==> src/pjca_pkg.sv <==
// Shared types, codes and constants for the PNG/JPEG container admission block.
// Used by the byte walker, the top level and the port checker.
package pjca_pkg;

  // Default width of the image length counters
  localparam int LENGTH_BITS_DEF = 32;

  // Verdict codes
  localparam logic [1:0] V_OK      = 2'd0;
  localparam logic [1:0] V_INVALID = 2'd1;
  localparam logic [1:0] V_MULTI   = 2'd2;

  // PNG signature lead byte and chunk type tags
  localparam logic [7:0]  PNG_LEAD = 8'd137;
  localparam logic [31:0] TAG_ACTL = 32'h6163544c;
  localparam logic [31:0] TAG_IEND = 32'h49454e44;

  // JPEG marker bytes and the multi-picture tag
  localparam logic [7:0]  JPG_FF    = 8'hff;
  localparam logic [7:0]  JPG_SOI   = 8'hd8;
  localparam logic [7:0]  JPG_SOS   = 8'hda;
  localparam logic [7:0]  JPG_EOI   = 8'hd9;
  localparam logic [7:0]  JPG_TEM   = 8'h01;
  localparam logic [7:0]  JPG_RST0  = 8'hd0;
  localparam logic [7:0]  JPG_RST7  = 8'hd7;
  localparam logic [7:0]  JPG_APP2  = 8'he2;
  localparam logic [31:0] TAG_MPF   = 32'h4d504600;

  // Parse phases of the byte walk
  typedef enum logic [3:0] {
    PH_SIG        = 4'd0,
    PH_PNG_SIG    = 4'd1,
    PH_PNG_HEAD   = 4'd2,
    PH_PNG_BODY   = 4'd3,
    PH_JPG_SOI    = 4'd4,
    PH_JPG_FF     = 4'd5,
    PH_JPG_FILL   = 4'd6,
    PH_JPG_LEN_HI = 4'd7,
    PH_JPG_LEN_LO = 4'd8,
    PH_JPG_BODY   = 4'd9
  } phase_t;

  // Walk state that does not depend on the length width
  typedef struct packed {
    phase_t      phase;
    logic [2:0]  sub_idx;     // signature / chunk header / segment body byte index
    logic [7:0]  marker;      // current JPEG marker code
    logic        given;       // verdict for this image is out
    logic [31:0] field_shift; // collects multi-byte fields
    logic [31:0] seg_len;     // PNG chunk length or JPEG segment length
  } walk_state_t;

  localparam walk_state_t WALK_IDLE = '{
    phase:       PH_SIG,
    sub_idx:     3'd0,
    marker:      8'd0,
    given:       1'b0,
    field_shift: 32'd0,
    seg_len:     32'd0
  };

  // Byte i of the 8-byte PNG signature
  function automatic logic [7:0] png_sig_byte(input logic [2:0] i);
    logic [7:0] r;
    unique case (i)
      3'd0: r = 8'd137;
      3'd1: r = 8'd80;
      3'd2: r = 8'd78;
      3'd3: r = 8'd71;
      3'd4: r = 8'd13;
      3'd5: r = 8'd10;
      3'd6: r = 8'd26;
      3'd7: r = 8'd10;
      default: r = 8'd0;
    endcase
    return r;
  endfunction

endpackage

==> src/pjca_walker.sv <==
// Next-state and verdict logic for one byte of the PNG chunk / JPEG marker walk.
// Depends on pjca_pkg; purely combinational, registered by the top level.
module pjca_walker #(
  parameter int LENGTH_BITS = pjca_pkg::LENGTH_BITS_DEF
) (
  input  pjca_pkg::walk_state_t    st_cur,
  input  logic [LENGTH_BITS-1:0]   left_cur,   // bytes left in the image, this one included
  input  logic [LENGTH_BITS-1:0]   skip_cur,
  input  logic [7:0]               data_byte,
  output pjca_pkg::walk_state_t    st_nxt,
  output logic [LENGTH_BITS-1:0]   left_nxt,
  output logic [LENGTH_BITS-1:0]   skip_nxt,
  output logic                     verdict_valid,
  output logic [1:0]               verdict
);
  import pjca_pkg::*;

  logic [31:0]            fs;
  logic [32:0]            chunk_end;
  logic [32:0]            left_wide;
  logic [15:0]            jpg_len;
  logic [LENGTH_BITS:0]   jpg_lim;
  logic                   png_short;
  logic                   jpg_short;

  // Shift the byte into the field collector
  assign fs        = {st_cur.field_shift[23:0], data_byte};
  // Chunk end relative to this byte: length + CRC(4) + this byte
  assign chunk_end = {1'b0, st_cur.seg_len} + 33'd5;
  assign left_wide = 33'(left_cur);
  assign jpg_len   = {st_cur.field_shift[7:0], data_byte};
  assign jpg_lim   = {1'b0, left_cur} + (LENGTH_BITS+1)'(1);
  // Next PNG chunk header and CRC (12 bytes) do not fit after this byte
  assign png_short = left_cur < LENGTH_BITS'(13);
  // No byte left after this one for the next JPEG marker
  assign jpg_short = left_cur <= LENGTH_BITS'(1);

  always_comb begin
    st_nxt        = st_cur;
    left_nxt      = left_cur - LENGTH_BITS'(1);
    skip_nxt      = skip_cur;
    verdict_valid = 1'b0;
    verdict       = V_OK;

    if (st_cur.given) begin
      // Consume silently until the next image starts
      left_nxt = left_cur;
    end else begin
      unique case (st_cur.phase)
        PH_SIG: begin
          if (data_byte == PNG_LEAD && left_cur >= LENGTH_BITS'(8)) begin
            st_nxt.phase   = PH_PNG_SIG;
            st_nxt.sub_idx = 3'd1;
          end else if (data_byte == JPG_FF && left_cur >= LENGTH_BITS'(2)) begin
            st_nxt.phase = PH_JPG_SOI;
          end else begin
            verdict_valid = 1'b1;
            verdict       = V_OK;
          end
        end
        PH_PNG_SIG: begin
          if (data_byte != png_sig_byte(st_cur.sub_idx)) begin
            verdict_valid = 1'b1;
            verdict       = V_OK;
          end else if (st_cur.sub_idx == 3'd7) begin
            if (png_short) begin
              verdict_valid = 1'b1;
              verdict       = V_INVALID;
            end else begin
              st_nxt.phase       = PH_PNG_HEAD;
              st_nxt.sub_idx     = 3'd0;
              st_nxt.field_shift = 32'd0;
            end
          end else begin
            st_nxt.sub_idx = st_cur.sub_idx + 3'd1;
          end
        end
        PH_PNG_HEAD: begin
          // Collect length then type, decide on the last type byte
          st_nxt.field_shift = fs;
          st_nxt.sub_idx     = st_cur.sub_idx + 3'd1;
          if (st_cur.sub_idx == 3'd3) begin
            st_nxt.seg_len = fs;
          end
          if (st_cur.sub_idx == 3'd7) begin
            if (chunk_end > left_wide) begin
              verdict_valid = 1'b1;
              verdict       = V_INVALID;
            end else if (fs == TAG_ACTL) begin
              verdict_valid = 1'b1;
              verdict       = V_MULTI;
            end else if (fs == TAG_IEND) begin
              verdict_valid = 1'b1;
              verdict = (st_cur.seg_len == 32'd0 && chunk_end == left_wide) ? V_OK : V_INVALID;
            end else begin
              skip_nxt     = LENGTH_BITS'(st_cur.seg_len) + LENGTH_BITS'(4);
              st_nxt.phase = PH_PNG_BODY;
            end
          end
        end
        PH_PNG_BODY: begin
          // Skip chunk data and CRC
          if (skip_cur != '0) begin
            skip_nxt = skip_cur - LENGTH_BITS'(1);
          end
          if (skip_cur <= LENGTH_BITS'(1)) begin
            if (png_short) begin
              verdict_valid = 1'b1;
              verdict       = V_INVALID;
            end else begin
              st_nxt.phase       = PH_PNG_HEAD;
              st_nxt.sub_idx     = 3'd0;
              st_nxt.field_shift = 32'd0;
            end
          end
        end
        PH_JPG_SOI: begin
          if (data_byte != JPG_SOI) begin
            verdict_valid = 1'b1;
            verdict       = V_OK;
          end else if (jpg_short) begin
            verdict_valid = 1'b1;
            verdict       = V_INVALID;
          end else begin
            st_nxt.phase = PH_JPG_FF;
          end
        end
        PH_JPG_FF: begin
          if (data_byte != JPG_FF || jpg_short) begin
            verdict_valid = 1'b1;
            verdict       = V_INVALID;
          end else begin
            st_nxt.phase = PH_JPG_FILL;
          end
        end
        PH_JPG_FILL: begin
          if (data_byte == JPG_FF) begin
            // Fill byte: stay unless the image runs out
            if (jpg_short) begin
              verdict_valid = 1'b1;
              verdict       = V_INVALID;
            end
          end else begin
            st_nxt.marker = data_byte;
            if (data_byte == JPG_SOS || data_byte == JPG_EOI) begin
              verdict_valid = 1'b1;
              verdict       = V_OK;
            end else if (data_byte == JPG_TEM ||
                         (data_byte >= JPG_RST0 && data_byte <= JPG_RST7)) begin
              // Standalone marker: look for the next one
              if (jpg_short) begin
                verdict_valid = 1'b1;
                verdict       = V_INVALID;
              end else begin
                st_nxt.phase = PH_JPG_FF;
              end
            end else if (data_byte == 8'd0 || left_cur < LENGTH_BITS'(3)) begin
              verdict_valid = 1'b1;
              verdict       = V_INVALID;
            end else begin
              st_nxt.phase = PH_JPG_LEN_HI;
            end
          end
        end
        PH_JPG_LEN_HI: begin
          st_nxt.field_shift = {24'd0, data_byte};
          st_nxt.phase       = PH_JPG_LEN_LO;
        end
        PH_JPG_LEN_LO: begin
          st_nxt.seg_len = {16'd0, jpg_len};
          if (jpg_len < 16'd2 || (LENGTH_BITS+1)'(jpg_len) > jpg_lim) begin
            verdict_valid = 1'b1;
            verdict       = V_INVALID;
          end else begin
            skip_nxt           = LENGTH_BITS'(jpg_len - 16'd2);
            st_nxt.field_shift = 32'd0;
            st_nxt.sub_idx     = 3'd0;
            if (jpg_len == 16'd2) begin
              if (jpg_short) begin
                verdict_valid = 1'b1;
                verdict       = V_INVALID;
              end else begin
                st_nxt.phase = PH_JPG_FF;
              end
            end else begin
              st_nxt.phase = PH_JPG_BODY;
            end
          end
        end
        PH_JPG_BODY: begin
          // Count the first four body bytes, check APP2 for the MPF tag
          if (!st_cur.sub_idx[2]) begin
            st_nxt.sub_idx = st_cur.sub_idx + 3'd1;
          end
          if (st_cur.marker == JPG_APP2 && st_cur.seg_len >= 32'd6 && !st_cur.sub_idx[2]) begin
            st_nxt.field_shift = fs;
          end
          if (st_cur.marker == JPG_APP2 && st_cur.seg_len >= 32'd6 &&
              st_cur.sub_idx == 3'd3 && fs == TAG_MPF) begin
            verdict_valid = 1'b1;
            verdict       = V_MULTI;
          end else begin
            if (skip_cur != '0) begin
              skip_nxt = skip_cur - LENGTH_BITS'(1);
            end
            if (skip_cur <= LENGTH_BITS'(1)) begin
              if (jpg_short) begin
                verdict_valid = 1'b1;
                verdict       = V_INVALID;
              end else begin
                st_nxt.phase = PH_JPG_FF;
              end
            end
          end
        end
        default: begin
          verdict_valid = 1'b1;
          verdict       = V_INVALID;
        end
      endcase
      if (verdict_valid) begin
        st_nxt.given = 1'b1;
      end
    end
  end

endmodule

==> src/png_jpeg_container_admission.sv <==
// A byte is taken into the input register, its verdict into the result register.
// Throughput: one byte per cycle unless stalled; the per-byte walk step sits between them.
// The input side stalls while a verdict waits in the output register to be taken.
// Reset (rst_n low, synchronous) clears the walk state, the length counters and both valids;
// no clearing pass. Top level: input register, walk state registers, verdict register.
module png_jpeg_container_admission #(
  parameter int LENGTH_BITS = pjca_pkg::LENGTH_BITS_DEF
) (
  input  logic        clk,
  input  logic        rst_n,
  input  logic        in_valid,
  output logic        in_stall,
  input  logic [7:0]  in_data_byte,
  input  logic [31:0] in_byte_count,
  input  logic        in_start_of_image,
  output logic        out_valid,
  input  logic        out_stall,
  output logic [1:0]  out_verdict
);
  import pjca_pkg::*;

  logic                   s1_valid_r;
  logic [7:0]             s1_byte_r;
  logic [LENGTH_BITS-1:0] s1_count_r;
  logic                   s1_start_r;
  logic                   s1_go;
  logic                   s1_fire;

  walk_state_t            st_r;
  walk_state_t            st_cur;
  walk_state_t            st_nxt;
  logic [LENGTH_BITS-1:0] left_r;
  logic [LENGTH_BITS-1:0] left_cur;
  logic [LENGTH_BITS-1:0] left_nxt;
  logic [LENGTH_BITS-1:0] skip_r;
  logic [LENGTH_BITS-1:0] skip_cur;
  logic [LENGTH_BITS-1:0] skip_nxt;
  logic                   vd_valid;
  logic [1:0]             vd_code;

  logic                   out_valid_r;
  logic [1:0]             out_verdict_r;

  // Advance the input word unless a verdict is held back by the sink
  assign s1_go    = !(out_valid_r && out_stall);
  assign s1_fire  = s1_valid_r && s1_go;
  assign in_stall = s1_valid_r && !s1_go;

  // Capture the input word
  always_ff @(posedge clk) begin
    if (!rst_n) begin
      s1_valid_r <= 1'b0;
    end else if (!in_stall) begin
      s1_valid_r <= in_valid;
    end
  end

  always_ff @(posedge clk) begin
    if (in_valid && !in_stall) begin
      s1_byte_r  <= in_data_byte;
      s1_count_r <= in_byte_count[LENGTH_BITS-1:0];
      s1_start_r <= in_start_of_image;
    end
  end

  // Start of image drops the old walk and samples the total length
  always_comb begin
    if (s1_start_r) begin
      st_cur   = WALK_IDLE;
      left_cur = s1_count_r;
      skip_cur = '0;
    end else begin
      st_cur   = st_r;
      left_cur = left_r;
      skip_cur = skip_r;
    end
  end

  pjca_walker #(
    .LENGTH_BITS (LENGTH_BITS)
  ) u_walker (
    .st_cur        (st_cur),
    .left_cur      (left_cur),
    .skip_cur      (skip_cur),
    .data_byte     (s1_byte_r),
    .st_nxt        (st_nxt),
    .left_nxt      (left_nxt),
    .skip_nxt      (skip_nxt),
    .verdict_valid (vd_valid),
    .verdict       (vd_code)
  );

  // Update the walk state once per consumed word
  always_ff @(posedge clk) begin
    if (!rst_n) begin
      st_r   <= WALK_IDLE;
      left_r <= '0;
      skip_r <= '0;
    end else if (s1_fire) begin
      st_r   <= st_nxt;
      left_r <= left_nxt;
      skip_r <= skip_nxt;
    end
  end

  // Hold the verdict until the sink takes it
  always_ff @(posedge clk) begin
    if (!rst_n) begin
      out_valid_r <= 1'b0;
    end else if (s1_fire && vd_valid) begin
      out_valid_r <= 1'b1;
    end else if (!out_stall) begin
      out_valid_r <= 1'b0;
    end
  end

  always_ff @(posedge clk) begin
    if (s1_fire && vd_valid) begin
      out_verdict_r <= vd_code;
    end
  end

  assign out_valid   = out_valid_r;
  assign out_verdict = out_verdict_r;

endmodule

==> config.mk <==
export PLATFORM = sky130hd
export DESIGN_NAME = png_jpeg_container_admission
export DESIGN_NICKNAME = d
export VERILOG_FILES = /design/src/pjca_pkg.sv /design/src/pjca_walker.sv /design/src/png_jpeg_container_admission.sv
export SDC_FILE = /design/constraint.sdc
export NUM_CORES = 1
export LEC_CHECK = 0
export BUFFER_PORTS_ARGS = -buffer_cell sky130_fd_sc_hd__buf_4
export CORE_MARGIN = 1.5
export CORE_UTILIZATION = 55
export CTS_CLUSTER_DIAMETER = 40
export DETAILED_ROUTE_END_ITERATION = 10
export PLACE_DENSITY = 0.74
export SYNTH_ARGS = -nofsm -noshare
export SYNTH_HDL_FRONTEND = slang
export SYNTH_HIERARCHICAL = 1
export SYNTH_SLANG_ARGS = --single-unit
==> constraint.sdc <==
create_clock -name clk -period 5.8 [get_ports clk]
set_input_delay 0.58 -clock clk [delete_from_list [all_inputs] [get_ports clk]]
set_output_delay 0.58 -clock clk [all_outputs]
set_load 0.03 [all_outputs]
# --- Word-level counts from Yosys, hierarchy flattened ---
# Memory sizes are Yosys's and may differ from the RTL's.
# Index checks and enable logic that the tools add are counted.
word_totals:
  ff_bits: 189
  mem_bits_ro: 56
  memories: 1
  out_inout_bits: 4
  elab_cells: 187
mem_list:
  columns: ["name", "words", "word_bits", "read_ports", "rd_clocked_by_memory_dff", "wr", "line_no", "text"]
  rows:
  - ["(name not given)", 8, 7, 1, 0, 0, "pjca_pkg.sv:65", "unique case (i)"]
classes:
  n_addsub: 7
  reduce_logical: 26
  n_mux: 101
  eq_ne: 26
  order_cmp: 12
op_table:
  columns: ["operator", "n"]
  rows:
  - ["$mux 32", 18]
  - ["$pmux 32 s6", 1]
  - ["$mux 80", 2]
  - ["$pmux 32 s4", 1]
  - ["$eq 32x31->1 const B", 3]
  - ["$mux 4", 17]
  - ["$le 32x1->1 const B", 2]
  - ["$pmux 32 s2", 1]
  - ["$sub 32x1->32 const B", 2]
  - ["$eq 8x8->1 const B", 5]
  - ["$pmux 4 s10", 1]
  - ["$mux 1", 34]
  - ["$add 32x1->33 const B", 1]
  - ["$add 32x3->33 const B", 1]
  - ["$eq 33x32->1", 1]
  - ["$gt 16x33->1", 1]
  - ["$gt 33x32->1", 1]
  - ["$add 32x3->32 const B", 1]
  - ["$ge 32x2->1 const B", 1]
  - ["$ge 32x3->1 const B", 1]
  - ["$ge 32x4->1 const B", 1]
  - ["$logic_not 32->1", 1]
  - ["$lt 32x2->1 const B", 1]
  - ["$lt 32x4->1 const B", 1]
  - ["30 further kinds", 73]

# --- Longest topological paths before layout ---
depth:
  ltp_word: 12
  mapped_depth: 26
  depth_no_buf: 21

# --- Hierarchy ---
# Netlist, hierarchy kept.
by_module_without_submodules:
  columns: ["mod", "cells_each", "area_per_inst_um2", "n_inst"]
  rows:
  - ["pjca_walker", 1289, 8336.7, 1]
  - ["png_jpeg_container_admission", 837, 8197.9, 1]

# --- Least setup slack after synthesis ---
# OpenSTA, ideal clock, no wires.
synth_path:
  kind: "register to register"
  start: "register s1_start_r"
  end: "register skip_r[12]"
  path_buffers: 4
  required_time_ps: 5679
  period_less_slack_ps: 4847
  setup_slack_ps: 953
  stages_incl_launch_ff: 25
  arrival_ps: 4726
  setup_ps: 121
  path_cell_list: "edfxtp_1 > buf_2 > buf_2 > clkbuf_1 > nor2b_1 > clkbuf_1 > nand4_1 > nor2_1 > nand3_1 > or2_2 > nor2_1 > nand3_1 > nor2_1 > xor2_1 > ha_1 > nand3_1 > nor2_1 > a221oi_1 > o2111ai_1 > o21a_1 > o21ai_0 > o211ai_2 > a221o_1 > nand2_1 > mux2i_1"
synth_lines:
  columns: ["item", "line_no", "text"]
  rows:
  - ["start, declared", "png_jpeg_container_admission.sv:25", "logic s1_start_r;"]
  - ["start signal, assigned", "png_jpeg_container_admission.sv:62", "s1_start_r <= in_start_of_image;"]
  - ["end signal, assigned", "png_jpeg_container_admission.sv:102", "skip_r <= skip_nxt;"]
  - ["end, declared", "png_jpeg_container_admission.sv:35", "logic [LENGTH_BITS-1:0] skip_r;"]

# --- Worst setup path in the final report ---
layout_path:
  start: "register s1_start_r"
  end: "register skip_r[15]"
layout_via:
  elab_cells_between_ends: 36
  classes_between: "add/sub: 5; order compare: 4; eq/ne: 10; mux: 12; reduce/logical: 5"
layout_lines:
  columns: ["item", "line_no", "text"]
  rows:
  - ["$mux 32 *", "png_jpeg_container_admission.sv:68", "if (s1_start_r) begin"]
  - ["named net left_cur[0]", "png_jpeg_container_admission.sv:33", "logic [LENGTH_BITS-1:0] left_cur;"]
  - ["$add 32x1->33", "pjca_walker.sv:32", "assign jpg_lim = {1'b0, left_cur} + (LENGTH_BITS+1)'(1);"]
  - ["$gt 16x33->1", "pjca_walker.sv:171", "if (jpg_len < 16'd2 || (LENGTH_BITS+1)'(jpg_len) > jpg_lim) begin"]
  - ["$logic_or 1x1->1", "pjca_walker.sv:171", null]
  - ["$mux 32", "pjca_walker.sv:171", null]
  - ["$pmux 32 s4 *", "pjca_walker.sv:49", "unique case (st_cur.phase)"]
  - ["$mux 32 *", "pjca_walker.sv:45", "if (st_cur.given) begin"]
  - ["named net skip_nxt[15]", "png_jpeg_container_admission.sv:37", "logic [LENGTH_BITS-1:0] skip_nxt;"]
# Mark *: on every way through the listed nets, which the timed path passes. The rest lies on a longest branch.
# A chain may end at the register's enable or synchronous reset.

==> impl_metrics.py <==
metrics = {
    "run_status": {
        "outcome": "finished clean",
    },
    "layout": {
        "area_delta_synth_final_pct": 8.70,
        "antenna_cells": 0,
        "fillers": 2653,
        "drive_above_1_share_pct": 12.6,
        "mostFrequentLayoutCells": "nand2_1, mux2i_1, dfxtp_1",
        "final_common_cell": "nand2_1",
        "nNetsFinal": 2189,
        "stdcell_area_um2": 17500,
    },
    "setup_path": {
        "rr_worst_depth": 21,
        "r2r_start": "s1_start_r",
        "r2r-end": "skip_r[15]",
        "ff2ff_setup_slack_ps": 210,
        "crit_path_start_kind": "flip-flop",
        "path_class": "reg -> reg",
        "crit_path_end_kind": "flip-flop",
        "arrival_ps": 5980,
        "cp.required_ps": 6190,
        "critPathMaxFanout": 40,
    },
    "power": {
        "power_density_nw_per_um2": 173,
        "leakage_uw": 0.00644,
        "vdd_drop_max_uv": 203,
    },
    "timing": {
        "hold_viol_final": 0,
        "tightest_slew_ps": 1210,
        "finalSetupTns_ps": 0,
        "post-route-min-period_ps": 5590,
        "setup-violations-final": 0,
        "max_freq_ghz": 0.179,
        "fin_skew_ps": 17.4,
        "min_period_over_period_pct": 96.4,
        "slew_viol_final": 0,
        "slew_headroom_pct": 19.3,
        "rsz0062_at_grt": "false",
    },
    "min_path": {
        "min_path_type": "in -> reg",
        "whs_endpoint": "s1_count_r[19]",
        "min_path_cells": 1,
        "hp-start": "in_byte_count[19]",
    },
    "placed_design": {
        "io_buffers": 48,
        "dp_hpwl_mm": 39.5,
        "routabilityCongestion": 1.01,
        "place_area_um2": 16900,
    },
    "clocking": {
        "cts_sinks": 181,
        "insertion_delay_ps": 470,
        "cts-root-buf": "clkbuf_16",
        "cts_max_level": 4,
        "clkSlewWorstSetupHoldPaths_ps": 80,
        "cts_buffers": 17,
        "hold_buffers": 0,
        "cts_tree": "yes",
        "clock_path_buffers": 2,
    },
    "global_route": {
        "grt-ovfl-total": 0,
        "grt_pass1_wl_mm": 84.3,
        "grt_max_degree": 188,
        "grt_pass1_vias": 14900,
        "track_usage_pct": 35.5,
        "antenna_found_initial": 1,
    },
    "floorplanning": {
        "ioPinCount": 49,
        "die_area_um2": 30300,
        "core_area_um2": 28800,
        "rows": 62,
        "die-width_um": 174,
        "die_height_um": 174,
        "initial_core_util_pct": 56.0,
    },
    "detailed_routing": {
        "drt_iter0_drc": 1673,
        "postRouteAntennaNets": 0,
        "viasPerCell": 6.43,
        "drc_errors": 0,
        "drt-wirelength-per-cell_um": 21.9,
        "first_pass_iters": 6,
        "vias": 15900,
        "drt-total-wl_mm": 54.2,
    },
    "run": {
        "maxCapViolations": 0,
    },
    "logic_synthesis": {
        "netlist_instances": 2078,
        "synth_area_per_cell_um2": 7.75,
        "ys_warn_count": 6,
        "netlist_area_um2": 16100,
        "syn_nets": 2194,
    },
}
-- area by class of cell --
class | count | area [um^2] | share of cell area (%)
multi-input combinational | 1680 | 11100 | 63.4
sequential | 181 | 4050 | 23.1
timing repair buffer | 132 | 1030 | 5.91
tap | 384 | 480 | 2.74
clock buffer | 19 | 464 | 2.65
inverter | 61 | 229 | 1.31
clock inverter | 13 | 150 | 0.857
-- layer usage --
metal | part of all wire, % | up-vias | track usage [%]
met3 | 8.9 | 137 | 7.50
met4 | 3.6 | 0 | 14.3
met2 | 44 | 778 | 54.3
met1 | 44 | 7574 | 48.6
li1 | - | 7385 | -
met5 | 0 | - | 0
-- critical path, cell delays in order, from the launching register on --
cell and delay, ps:
edfxtp_1 420, buf_12 200, buf_4 220, mux2_2 380, ha_1 260, nand4_1 210
nor4_1 350, nand2_1 120, xnor2_1 140, ha_1 300, nand3_1 90, or3_1 400
o21ai_0 260, nor4b_2 100, o2111ai_2 170, o31ai_2 90, buf_4 180, nor3_1 670
o311ai_0 520, nand3_1 180, nand2_1 60, mux2i_1 150
-- flip-flops by register name, indices dropped and copies added (netlist names) --
| signal | count |
|---|---|
| skip_r | 32 |
| out_valid | 1 |
| out_verdict | 2 |
| s1_valid_r | 1 |
| st_r | 72 |
| s1_start_r | 1 |
| left_r | 32 |
| s1_byte_r | 8 |
| s1_count_r | 32 |
-- worst max-delay path by stage --
stage / startpoint / endpoint / slack (ps) / cells past startpoint
6_report: s1_start_r / skip_r[15] / 210 / 21
3_3_place_gp: s1_start_r / st_r[32] / 350 / 19
5_1_grt: s1_start_r / skip_r[15] / 20 / 21
2_1_floorplan: s1_start_r / skip_r[12] / 950 / 24
4_1_cts: s1_start_r / st_r[33] / 210 / 19
3_5_place_dp: s1_start_r / st_r[33] / 230 / 19
-- timing repair --
action | in CTS | in global routing
resized for setup | 0 | 6
buffers inserted | 0 | 0
setup endpoints to repair | 0 | 52
-- through the flow --
| stage | total power (uW) | util [%] | hold slack [ps] | std cells | setup WS (ps) |
|---|---|---|---|---|---|
| 5_1_grt | 3130 | 60.9 | 260 | 2470 | 17.6 |
| 2_1_floorplan | 1690 | - | 430 | 2078 | 953 |
| 6_report | 3020 | 60.9 | 283 | 2470 | 208 |
| 3_3_place_gp | 1790 | 58.7 | 437 | 2438 | 348 |
| 4_1_cts | 3030 | 60.8 | 264 | 2470 | 211 |
| 3_5_place_dp | 1810 | 58.7 | 442 | 2438 | 226 |
-- power breakdown --
part	switching, uW	internal, uW
logic	276	163
registers	28.5	1320
clock network	617	617
total	921	2100
Power figures use the tool's default switching activity.
